$ cat config.mk
export PLATFORM = sky130hd
export DESIGN_NAME = tlb_fifo_replacement
export DESIGN_NICKNAME = d
export VERILOG_FILES = /design/src/rtl/core/tlbf_pkg.sv /design/src/rtl/core/tlbf_ctrl.sv /design/src/rtl/core/tlbf_datapath.sv /design/src/rtl/core/tlb_fifo_replacement.sv
export SDC_FILE = /design/constraint.sdc
export NUM_CORES = 1
export LEC_CHECK = 0
export BUFFER_PORTS_ARGS = -buffer_cell sky130_fd_sc_hd__buf_2
export CORE_ASPECT_RATIO = 0.6
export CORE_MARGIN = 3
export CORE_UTILIZATION = 60
export DETAILED_ROUTE_END_ITERATION = 7
export PLACE_DENSITY_LB_ADDON = 0.15
export SLEW_MARGIN = 10
export SYNTH_ARGS = -nofsm -noshare
export SYNTH_HDL_FRONTEND = slang
export SYNTH_SLANG_ARGS = --single-unit
$ cat constraint.sdc
create_clock -name aclk -period 4.5 [get_ports aclk]
set_input_delay 0.9 -clock aclk [delete_from_list [all_inputs] [get_ports aclk]]
set_output_delay 0.9 -clock aclk [all_outputs]
set_load 0.02 [all_outputs]
$ cat src/rtl/core/tlbf_pkg.sv
`timescale 1ns / 1ps
// ----------------------------------------------------------------------------
// tlbf_pkg
// Shared types and constants for the FIFO-replacement translation buffer.
// ----------------------------------------------------------------------------
package tlbf_pkg;

    // Field widths of the item, result and configuration channels.
    localparam int PAGE_W  = 20;
    localparam int FRAME_W = 16;
    localparam int CFG_W   = 5;

    // Reset value of the entries_in_use register.
    localparam logic [CFG_W-1:0] CFG_RESET = 5'd16;

    // Operation codes carried by the func field.
    localparam logic FUNC_LOOKUP = 1'b0;
    localparam logic FUNC_INSERT = 1'b1;

    // Controller states.
    typedef enum logic [2:0] {
        ST_IDLE,
        ST_MATCH,
        ST_RESOLVE,
        ST_ACCESS,
        ST_OUT
    } tlbf_state_t;

    // Commands from the controller to the datapath.
    typedef struct packed {
        logic cfg_write;
        logic load_in;
        logic match;
        logic resolve;
        logic access;
    } tlbf_cmd_t;

endpackage

$ cat src/rtl/core/tlbf_ctrl.sv
`timescale 1ns / 1ps
// ----------------------------------------------------------------------------
// tlbf_ctrl
// Controller state machine: sequences one item through compare, resolve and
// frame access, then holds the result until the downstream transfer.
// ----------------------------------------------------------------------------
module tlbf_ctrl (
    input  logic              aclk,
    input  logic              aresetn,
    input  logic              s_valid,
    output logic              s_ready,
    output logic              m_valid,
    input  logic              m_ready,
    input  logic              cfg_valid,
    output logic              cfg_ready,
    output tlbf_pkg::tlbf_cmd_t cmd
);
    import tlbf_pkg::*;

    tlbf_state_t state_reg;
    tlbf_state_t state_next;

    // State register.
    always_ff @(posedge aclk) begin
        if (!aresetn) begin
            state_reg <= ST_IDLE;
        end else begin
            state_reg <= state_next;
        end
    end

    // Next state and command decode.
    always_comb begin
        state_next    = state_reg;
        s_ready       = 1'b0;
        m_valid       = 1'b0;
        cfg_ready     = 1'b0;
        cmd           = '0;
        case (state_reg)
            ST_IDLE: begin
                s_ready       = 1'b1;
                cfg_ready     = 1'b1;
                cmd.cfg_write = cfg_valid;
                if (s_valid) begin
                    cmd.load_in = 1'b1;
                    state_next  = ST_MATCH;
                end
            end
            ST_MATCH: begin
                cmd.match  = 1'b1;
                state_next = ST_RESOLVE;
            end
            ST_RESOLVE: begin
                cmd.resolve = 1'b1;
                state_next  = ST_ACCESS;
            end
            ST_ACCESS: begin
                cmd.access = 1'b1;
                state_next = ST_OUT;
            end
            ST_OUT: begin
                m_valid = 1'b1;
                if (m_ready) begin
                    state_next = ST_IDLE;
                end
            end
            default: begin
                state_next = ST_IDLE;
            end
        endcase
    end

endmodule

$ cat src/rtl/core/tlbf_datapath.sv
`timescale 1ns / 1ps
// ----------------------------------------------------------------------------
// tlbf_datapath
// Entry store, parallel tag compare, FIFO replacement pointers and the frame
// memory, driven step by step by the controller commands.
// ----------------------------------------------------------------------------
module tlbf_datapath #(
    parameter int MAX_ENTRIES = 16
) (
    input  logic                         aclk,
    input  logic                         aresetn,
    input  tlbf_pkg::tlbf_cmd_t          cmd,
    input  logic [tlbf_pkg::CFG_W-1:0]   cfg_data,
    input  logic                         s_func,
    input  logic [tlbf_pkg::PAGE_W-1:0]  s_page_number,
    input  logic [tlbf_pkg::FRAME_W-1:0] s_frame_number,
    output logic                         m_hit,
    output logic [tlbf_pkg::FRAME_W-1:0] m_frame_out
);
    import tlbf_pkg::*;

    localparam int IDX_W = $clog2(MAX_ENTRIES);
    localparam int CNT_W = $clog2(MAX_ENTRIES + 1);
    localparam logic [CNT_W-1:0] CAP_RESET =
        (MAX_ENTRIES < 32'(CFG_RESET)) ? CNT_W'(MAX_ENTRIES) : CNT_W'(CFG_RESET);

    // Latched item.
    logic               func_reg;
    logic [PAGE_W-1:0]  page_reg;
    logic [FRAME_W-1:0] frame_reg;

    // Entry store: valid bits, tags compared in parallel, frames in memory.
    logic [MAX_ENTRIES-1:0] valid_reg;
    logic [PAGE_W-1:0]      page_store [MAX_ENTRIES];
    logic [FRAME_W-1:0]     frame_mem  [MAX_ENTRIES];

    // Replacement state and effective capacity.
    logic [CNT_W-1:0] cap_reg;
    logic [CNT_W-1:0] cap_next;
    logic [CNT_W-1:0] filled_reg;
    logic [IDX_W-1:0] oldest_reg;

    // Compare and resolve results.
    logic [MAX_ENTRIES-1:0] match_reg;
    logic [IDX_W-1:0]       match_idx;
    logic                   match_any;
    logic [IDX_W-1:0]       slot_reg;
    logic                   hit_reg;
    logic                   show_reg;
    logic [FRAME_W-1:0]     frame_rd_reg;

    // Replacement target for a new page.
    logic [CNT_W-1:0] victim;
    logic [CNT_W-1:0] victim_inc;
    logic             has_free;

    // Clamp the written capacity to the range 1 to MAX_ENTRIES.
    always_comb begin
        if (cfg_data == '0) begin
            cap_next = CNT_W'(1);
        end else if (32'(cfg_data) > 32'(MAX_ENTRIES)) begin
            cap_next = CNT_W'(MAX_ENTRIES);
        end else begin
            cap_next = CNT_W'(cfg_data);
        end
    end

    // Pages are unique among valid entries, so the match vector is one-hot
    // or empty and its index is an OR of the matching positions.
    always_comb begin
        match_idx = '0;
        for (int i = 0; i < MAX_ENTRIES; i++) begin
            if (match_reg[i]) begin
                match_idx = match_idx | IDX_W'(i);
            end
        end
        match_any = |match_reg;
    end

    // Free slot while filling, otherwise the oldest entry.
    always_comb begin
        has_free = (filled_reg < cap_reg);
        if (CNT_W'(oldest_reg) >= cap_reg) begin
            victim = '0;
        end else begin
            victim = CNT_W'(oldest_reg);
        end
        victim_inc = victim + CNT_W'(1);
    end

    // Item capture.
    always_ff @(posedge aclk) begin
        if (cmd.load_in) begin
            func_reg  <= s_func;
            page_reg  <= s_page_number;
            frame_reg <= s_frame_number;
        end
    end

    // Parallel tag compare.
    always_ff @(posedge aclk) begin
        if (cmd.match) begin
            for (int i = 0; i < MAX_ENTRIES; i++) begin
                match_reg[i] <= valid_reg[i] && (page_store[i] == page_reg);
            end
        end
    end

    // Control state: capacity, valid bits and FIFO pointers.
    always_ff @(posedge aclk) begin
        if (!aresetn) begin
            cap_reg    <= CAP_RESET;
            valid_reg  <= '0;
            filled_reg <= '0;
            oldest_reg <= '0;
        end else if (cmd.cfg_write) begin
            cap_reg    <= cap_next;
            valid_reg  <= '0;
            filled_reg <= '0;
            oldest_reg <= '0;
        end else if (cmd.resolve && func_reg == FUNC_INSERT && !match_any) begin
            if (has_free) begin
                valid_reg[filled_reg[IDX_W-1:0]] <= 1'b1;
                filled_reg <= filled_reg + CNT_W'(1);
            end else begin
                valid_reg[victim[IDX_W-1:0]] <= 1'b1;
                if (victim_inc >= cap_reg) begin
                    oldest_reg <= '0;
                end else begin
                    oldest_reg <= victim_inc[IDX_W-1:0];
                end
            end
        end
    end

    // Resolve: pick the slot, store the tag of a new page.
    always_ff @(posedge aclk) begin
        if (cmd.resolve) begin
            hit_reg  <= match_any;
            show_reg <= match_any && (func_reg == FUNC_LOOKUP);
            if (func_reg == FUNC_INSERT && !match_any) begin
                if (has_free) begin
                    slot_reg <= filled_reg[IDX_W-1:0];
                    page_store[filled_reg[IDX_W-1:0]] <= page_reg;
                end else begin
                    slot_reg <= victim[IDX_W-1:0];
                    page_store[victim[IDX_W-1:0]] <= page_reg;
                end
            end else begin
                slot_reg <= match_idx;
            end
        end
    end

    // Frame memory: one read and one write port, registered read data.
    always_ff @(posedge aclk) begin
        if (cmd.access) begin
            frame_rd_reg <= frame_mem[slot_reg];
            if (func_reg == FUNC_INSERT) begin
                frame_mem[slot_reg] <= frame_reg;
            end
        end
    end

    // Result: the frame is shown only on a lookup hit.
    assign m_hit       = hit_reg;
    assign m_frame_out = show_reg ? frame_rd_reg : '0;

endmodule

$ cat src/rtl/core/tlb_fifo_replacement.sv
`timescale 1ns / 1ps
// A result is valid once the controller has stepped through its match, resolve
// and access states after the item transfer; no new item is taken until the
// result has been taken and the controller is back in its idle state.
// Reset: synchronous, active low; all entries invalid, capacity 16 (or
// MAX_ENTRIES if smaller). A configuration write also flushes all entries.
// ----------------------------------------------------------------------------
// tlb_fifo_replacement
// Fully associative translation buffer with first-in-first-out replacement.
// ----------------------------------------------------------------------------
module tlb_fifo_replacement #(
    parameter int MAX_ENTRIES = 16
) (
    input  logic                         aclk,
    input  logic                         aresetn,
    input  logic                         cfg_valid,
    output logic                         cfg_ready,
    input  logic [tlbf_pkg::CFG_W-1:0]   cfg_data,
    input  logic                         s_valid,
    output logic                         s_ready,
    input  logic                         s_func,
    input  logic [tlbf_pkg::PAGE_W-1:0]  s_page_number,
    input  logic [tlbf_pkg::FRAME_W-1:0] s_frame_number,
    output logic                         m_valid,
    input  logic                         m_ready,
    output logic                         m_hit,
    output logic [tlbf_pkg::FRAME_W-1:0] m_frame_out
);
    import tlbf_pkg::*;

    tlbf_cmd_t cmd;

    // Sequencer.
    tlbf_ctrl u_ctrl (
        .aclk      (aclk),
        .aresetn   (aresetn),
        .s_valid   (s_valid),
        .s_ready   (s_ready),
        .m_valid   (m_valid),
        .m_ready   (m_ready),
        .cfg_valid (cfg_valid),
        .cfg_ready (cfg_ready),
        .cmd       (cmd)
    );

    // Entry store and replacement logic.
    tlbf_datapath #(
        .MAX_ENTRIES (MAX_ENTRIES)
    ) u_datapath (
        .aclk           (aclk),
        .aresetn        (aresetn),
        .cmd            (cmd),
        .cfg_data       (cfg_data),
        .s_func         (s_func),
        .s_page_number  (s_page_number),
        .s_frame_number (s_frame_number),
        .m_hit          (m_hit),
        .m_frame_out    (m_frame_out)
    );

endmodule

Word-level counts from Yosys, hierarchy flattened --
Memory sizes are Yosys's and may differ from the RTL's. A register that Yosys moved wholly into a read port is not among the register bits. Cells that the tools add are included.
Storage, ports and cells: memories 2, input port bits 47, output and inout port bits 20, flip-flop bits (word level) 92, RAM bits 576, logic and storage cells 133
Operators by class: magnitude comparators 8, bitwise operators 5, reduce and logical (&&, ||, !) cells 31, muxes and demuxes 51, add/subtract/negate cells 2, equality and inequality tests 22
Memories:
- u_datapath.page_store | depth 16, bits a word 20, read ports 16, clocked after Yosys merged registers in 0, write ports 1, RTL line tlbf_datapath.sv:34 | logic [PAGE_W-1:0] page_store [MAX_ENTRIES];
- u_datapath.frame_mem | depth 16, bits a word 16, read ports 1, clocked after Yosys merged registers in 1, write ports 1, RTL line tlbf_datapath.sv:35 | logic [FRAME_W-1:0] frame_mem [MAX_ENTRIES];
Operator list (count):
- 20-bit == test | 16
- 4-bit 2-to-1 mux | 13
- 16-bit 2-to-1 mux | 2
- 16-bit bitwise OR | 2
- 1-bit logical AND | 22
- 1-bit 2-to-1 mux | 21
- 20-bit 2-to-1 mux | 1
- 20-bit OR reduction | 1
- 3-bit 2-to-1 mux | 6
- 16-bit OR reduction | 1
- 3-bit case mux with 5 select lines | 1
- 4-bit by 5-bit < comparator with 1-bit output (second input constant) | 2
- 5-bit 2-to-1 mux | 2
- 1-bit demux with 4-bit select | 2
- 4-bit by 1-bit >= comparator with 1-bit output (second input constant) | 2
- 3-bit by 2-bit == test with 1-bit output (second input constant) | 2
- 2-bit 2-to-1 mux | 3
- 2-bit AND reduction | 3
- 4-bit by 1-bit adder with 5-bit output (second input constant) | 1
- 5-bit by 1-bit adder with 5-bit output (second input constant) | 1
- 4-bit by 5-bit >= comparator with 1-bit output | 1
- 5-bit >= comparator | 1
- 5-bit > comparator (second input constant) | 1
- 5-bit logical NOT | 1
- 8 further kinds | 11

Depth between registers and ports, before layout --
depth after elaboration 16, depth in mapped cells 14, mapped depth without buffers 14

Cells and area by module --
From an unflattened synthesis, not the netlist that was laid out.
Second synthesis, totals: cell total of the unflattened synthesis 1576, area total of the unflattened synthesis 27717.8 um^2
By module, submodules not included:
- tlbf_datapath | seq. area each 20149.3 um^2, times used 1, area each 27522.6 um^2, cells an instance 1556
- tlbf_ctrl | seq. area each 60.1 um^2, times used 1, area each 195.2 um^2, cells an instance 20

Worst setup path after synthesis --
OpenSTA, ideal clock, no wires.
path type register to register, start point register u_datapath.oldest_reg[0], end point memory u_datapath.page_store[10][0], enable pin, buffers on the path 0, cell stages (with the launch flop) 8, clock period less this slack 3.743 ns, library setup time 0.428 ns, required time 4.072 ns, arrival 3.315 ns, setup slack 0.757 ns, path through dfxtp_1 > inv_1 > ha_1 > nor2b_1 > o21a_1 > o211ai_1 > or4_4 > a211oi_1
Between the ends: word-level cells in the longest chain between the ends 3
Ends and longest elaborated chain:
- from (decl) | RTL line tlbf_datapath.sv:41 | logic [IDX_W-1:0] oldest_reg;
- from (signal assigned) | RTL line tlbf_datapath.sv:130 | oldest_reg <= victim_inc[IDX_W-1:0];
- 4-bit by 5-bit >= comparator with 1-bit output | RTL line tlbf_datapath.sv:83 | if (CNT_W'(oldest_reg) >= cap_reg) begin
- 4-bit 2-to-1 mux * | RTL line tlbf_datapath.sv:83
- 4-bit 2-to-1 mux (no source line) *
- to (decl) | RTL line tlbf_datapath.sv:34
Mark *: on every way between the ends. The rest lies on a longest branch, timed or not.

Worst setup path after layout --
start point register u_datapath.filled_reg[2], end point memory u_datapath.page_store[9][19], enable pin
Between the ends: word-level cells in the longest chain between the ends 7, elaborated cells on any way between the ends 12, those cells by class order compare: 1; mux: 10; reduce/logical: 1
Ends and longest elaborated chain:
- from (decl) | RTL line tlbf_datapath.sv:40 | logic [CNT_W-1:0] filled_reg;
- from (signal assigned) | RTL line tlbf_datapath.sv:124 | filled_reg <= filled_reg + CNT_W'(1);
- 5-bit < comparator | RTL line tlbf_datapath.sv:82 | has_free = (filled_reg < cap_reg);
- 1-bit 2-to-1 mux | RTL line tlbf_datapath.sv:142 | if (has_free) begin
- 1-bit 2-to-1 mux | RTL line tlbf_datapath.sv:141 | if (func_reg == FUNC_INSERT && !match_any) begin
- 1-bit 2-to-1 mux | RTL line tlbf_datapath.sv:138 | if (cmd.resolve) begin
- 1-bit 2-to-1 mux (not written as such) | RTL line tlbf_datapath.sv:147 | page_store[victim[IDX_W-1:0]] <= page_reg;
- 20-bit OR reduction (no source line)
- 4-bit 2-to-1 mux (no source line) / 1-bit 2-to-1 mux (equally long branches)
Parallel ways exist; a longest one is shown, timed or not.

==> results_dict.tcl <==
set metrics [dict create \
    io_pins 67 \
    fin_setup_tns_ps 0 \
    relSlewSlack_pct 28.6 \
    fin_ws_ps 887 \
    path_delay_family "compound AO/OA/AOI/OAI gates" \
    startpoint "u_datapath.filled_reg[2]" \
    final_max_slew_viol_count 0 \
    first_pass_iters 8 \
    drc 0 \
    ctsLongestPathBuffers 3 \
    clk_latency_ps 610 \
    grt_start_max_net_pins 41 \
    cts_hold_buffers 0 \
    crit_type "reg -> reg" \
    ctsResizeCount 0 \
    end_kind "register" \
    ir_drop_v 0.000302 \
    seq_area_frac_synth_pct 72.9 \
    outcome "finished, final reports clean" \
    vias 14600 \
    synth.distinct_cells 53 \
    largest_register_ffs 320 \
    cts_root_buffer "clkbuf_16" \
    cts_tree "yes" \
    synth_nets 1637 \
    track_usage_pct 25.7 \
    gp_congestion 0.927 \
    power_density_nw_per_um2 413 \
    area_growth_pct 12.6 \
    rrSetupSlack_ps 890 \
    ys_seq_elements 684 \
    cts_inserted_buffers 59 \
    core_um2 45200 \
    async_flop_share_pct 0 \
    finalCritPeriodShare_pct 80.3 \
    crit_required_ps 4770 \
    fin_area_um2 31200 \
    die_x_um 284 \
    rsz0062_at_grt "no" \
    grt_pass1_wl_um 93300 \
    port_buffers 66 \
    hold_viol_final 0 \
    fmax_mhz 277 \
    grt_pass1_vias 14200 \
    worstHoldPathCells 1 \
    cp.buffers_inverters 1 \
    rr_worst_depth 7 \
    dpl.hpwl_um 40200 \
    cap_violations 0 \
    wl_per_cell_um 26.4 \
    via_per_inst 6.16 \
    grt_overflow 0 \
    post-route-util_pct 69.1 \
    cts_num_sinks 684 \
    die_h_um 173 \
    min_to "u_datapath.page_reg[2]" \
    yosys_most_used_dff "edfxtp_1" \
    antenna_found_initial 1 \
    worstHoldStart "s_page_number[2]" \
    cp-start-kind "register" \
    synth_area_per_cell_um2 17.7 \
    place_ws_ps 1030 \
    start_util_pct 61.4 \
    dieArea_um2 48900 \
    clock_skew_ps 22.0 \
    dpl_cell_area_um2 29400 \
    hold_slack_ps 469 \
    layout-drive-gt1-share_pct 20.7 \
    cp_cell_sequence "ha_1 -> a21o_1 -> a31oi_4 -> o21a_1 -> o21ai_0 -> a211oi_2 -> buf_4" \
    period_minus_slack_ps 3610 \
    timing.rr.end "u_datapath.page_store[9][19]" \
    slowest_stage "o21a_1" \
    setup_viol 0 \
    fin_nets 1775 \
    yosysWarnings 0 \
    arrival_ps 3880 \
    wirelength_um 62500 \
    worst_slew_pin_slew_ps 1070 \
    rows 60 \
    synth.cell_area_um2 27700 \
    hp-class "in -> reg" \
    path_max_fanout 29 \
    cts.clk_slew.worst_paths_ps 60 \
    post-cts-setup-buffer-count 0 \
    insertedDiodeCount 0 \
    rr_startpoint "u_datapath.filled_reg[2]" \
    p_leak_nw 10.0 \
    synth_edf_count 651 \
    synthCells 1571 \
    drtIter0Drc 1766 \
    h-tree-depth 2 \
    max_stage_delay_ps 800 \
    postRouteAntennaNets 0 \
]
logic make-up after synthesis:
group	after synthesis	synth area share, %
mux	81	6.53
xor+xnor	323	10.2
flops	684	72.9
buf+inv	97	1.51
fa+ha+maj	19	0.857
simple gates	257	5.34
compound gates	110	2.68
how the worst max path moves through the flow:
stage                                               to  depth (start not counted)
after floorplan           u_datapath.page_store[10][0]                          7
final                     u_datapath.page_store[9][19]                          7
after detailed placement  u_datapath.page_store[9][11]                          7
after global placement     u_datapath.page_store[9][8]                          7
after global routing      u_datapath.page_store[9][19]                          7
after CTS                 u_datapath.page_store[9][19]                          7
worst register-to-register path, cell delays in order (launching register included):
cell and delay [ps]:
dfxtp_1 490, ha_1 330, a21o_1 200, a31oi_4 200
o21a_1 800, o21ai_0 510, a211oi_2 420, buf_4 340
cells in the final DEF, fill, tap and decap left out, types with 12 or more instances in the layout:
cell	instances
nor2_1	17
buf_2	66
nor4_1	56
inv_1	13
o21ai_0	25
nand3_1	23
clkinv_1	12
ha_1	19
nor2_2	12
a211oi_2	12
dfxtp_1	33
mux4_2	80
xnor2_1	194
a21oi_1	18
xor2_1	129
and2_1	20
nand2_1	24
clkbuf_16	60
clkbuf_1	12
nand4_1	60
buf_4	92
edfxtp_1	651
report_power, final:
group	total, mW	switching, mW	internal (mW)
combinational	0.667	0.418	0.249
clock	5.02	2.19	2.83
sequential	7.22	0.142	7.08
final cells by class:
| cell class | instances | area [um2] |
|---|---|---|
| Sequential cell | 684 | 20200 |
| Tap cell | 620 | 776 |
| Fill cell | 2970 | 14000 |
| Clock buffer | 72 | 1550 |
| Timing Repair Buffer | 161 | 1080 |
| Multi-Input combinational cell | 790 | 7240 |
| Clock inverter | 31 | 337 |
| Inverter | 13 | 48.8 |
Yosys cell counts, drive strengths merged, types with 6 or more instances:
library cell	instances	area, um2
ha	19	238
nor3	11	55.1
mux4	80	1800
xor2	129	1130
a41oi	8	70.1
clkbuf	42	158
inv	13	48.8
nor2b	7	43.8
nand4	61	388
nor2	29	109
nand3	23	115
a211oi	13	97.6
a32oi	6	52.6
dfxtp	33	661
nand2	25	96.4
a21oi	22	110
o21ai	28	140
xnor2	194	1700
buf	42	213
edfxtp	651	19500
and2	21	131
nor4	58	369
per-stage QoR:
| stage | power, mW | cells |
|---|---|---|
| after floorplan | 7.70 | 1571 |
| after global placement | 8.00 | 2268 |
| after detailed placement | 8.02 | 2268 |
| after CTS | 13.0 | 2371 |
| after global routing | 13.3 | 2371 |
| final | 12.9 | 2371 |
metal layers:
metal	part of all wire (%)	track usage, %	vias up
met4	1.4	4.39	0
met2	41	34.4	656
li1	-	-	6376
met3	11	6.82	76
met5	0	0	-
met1	47	43.0	7497
(Power assumes the default switching activity.)
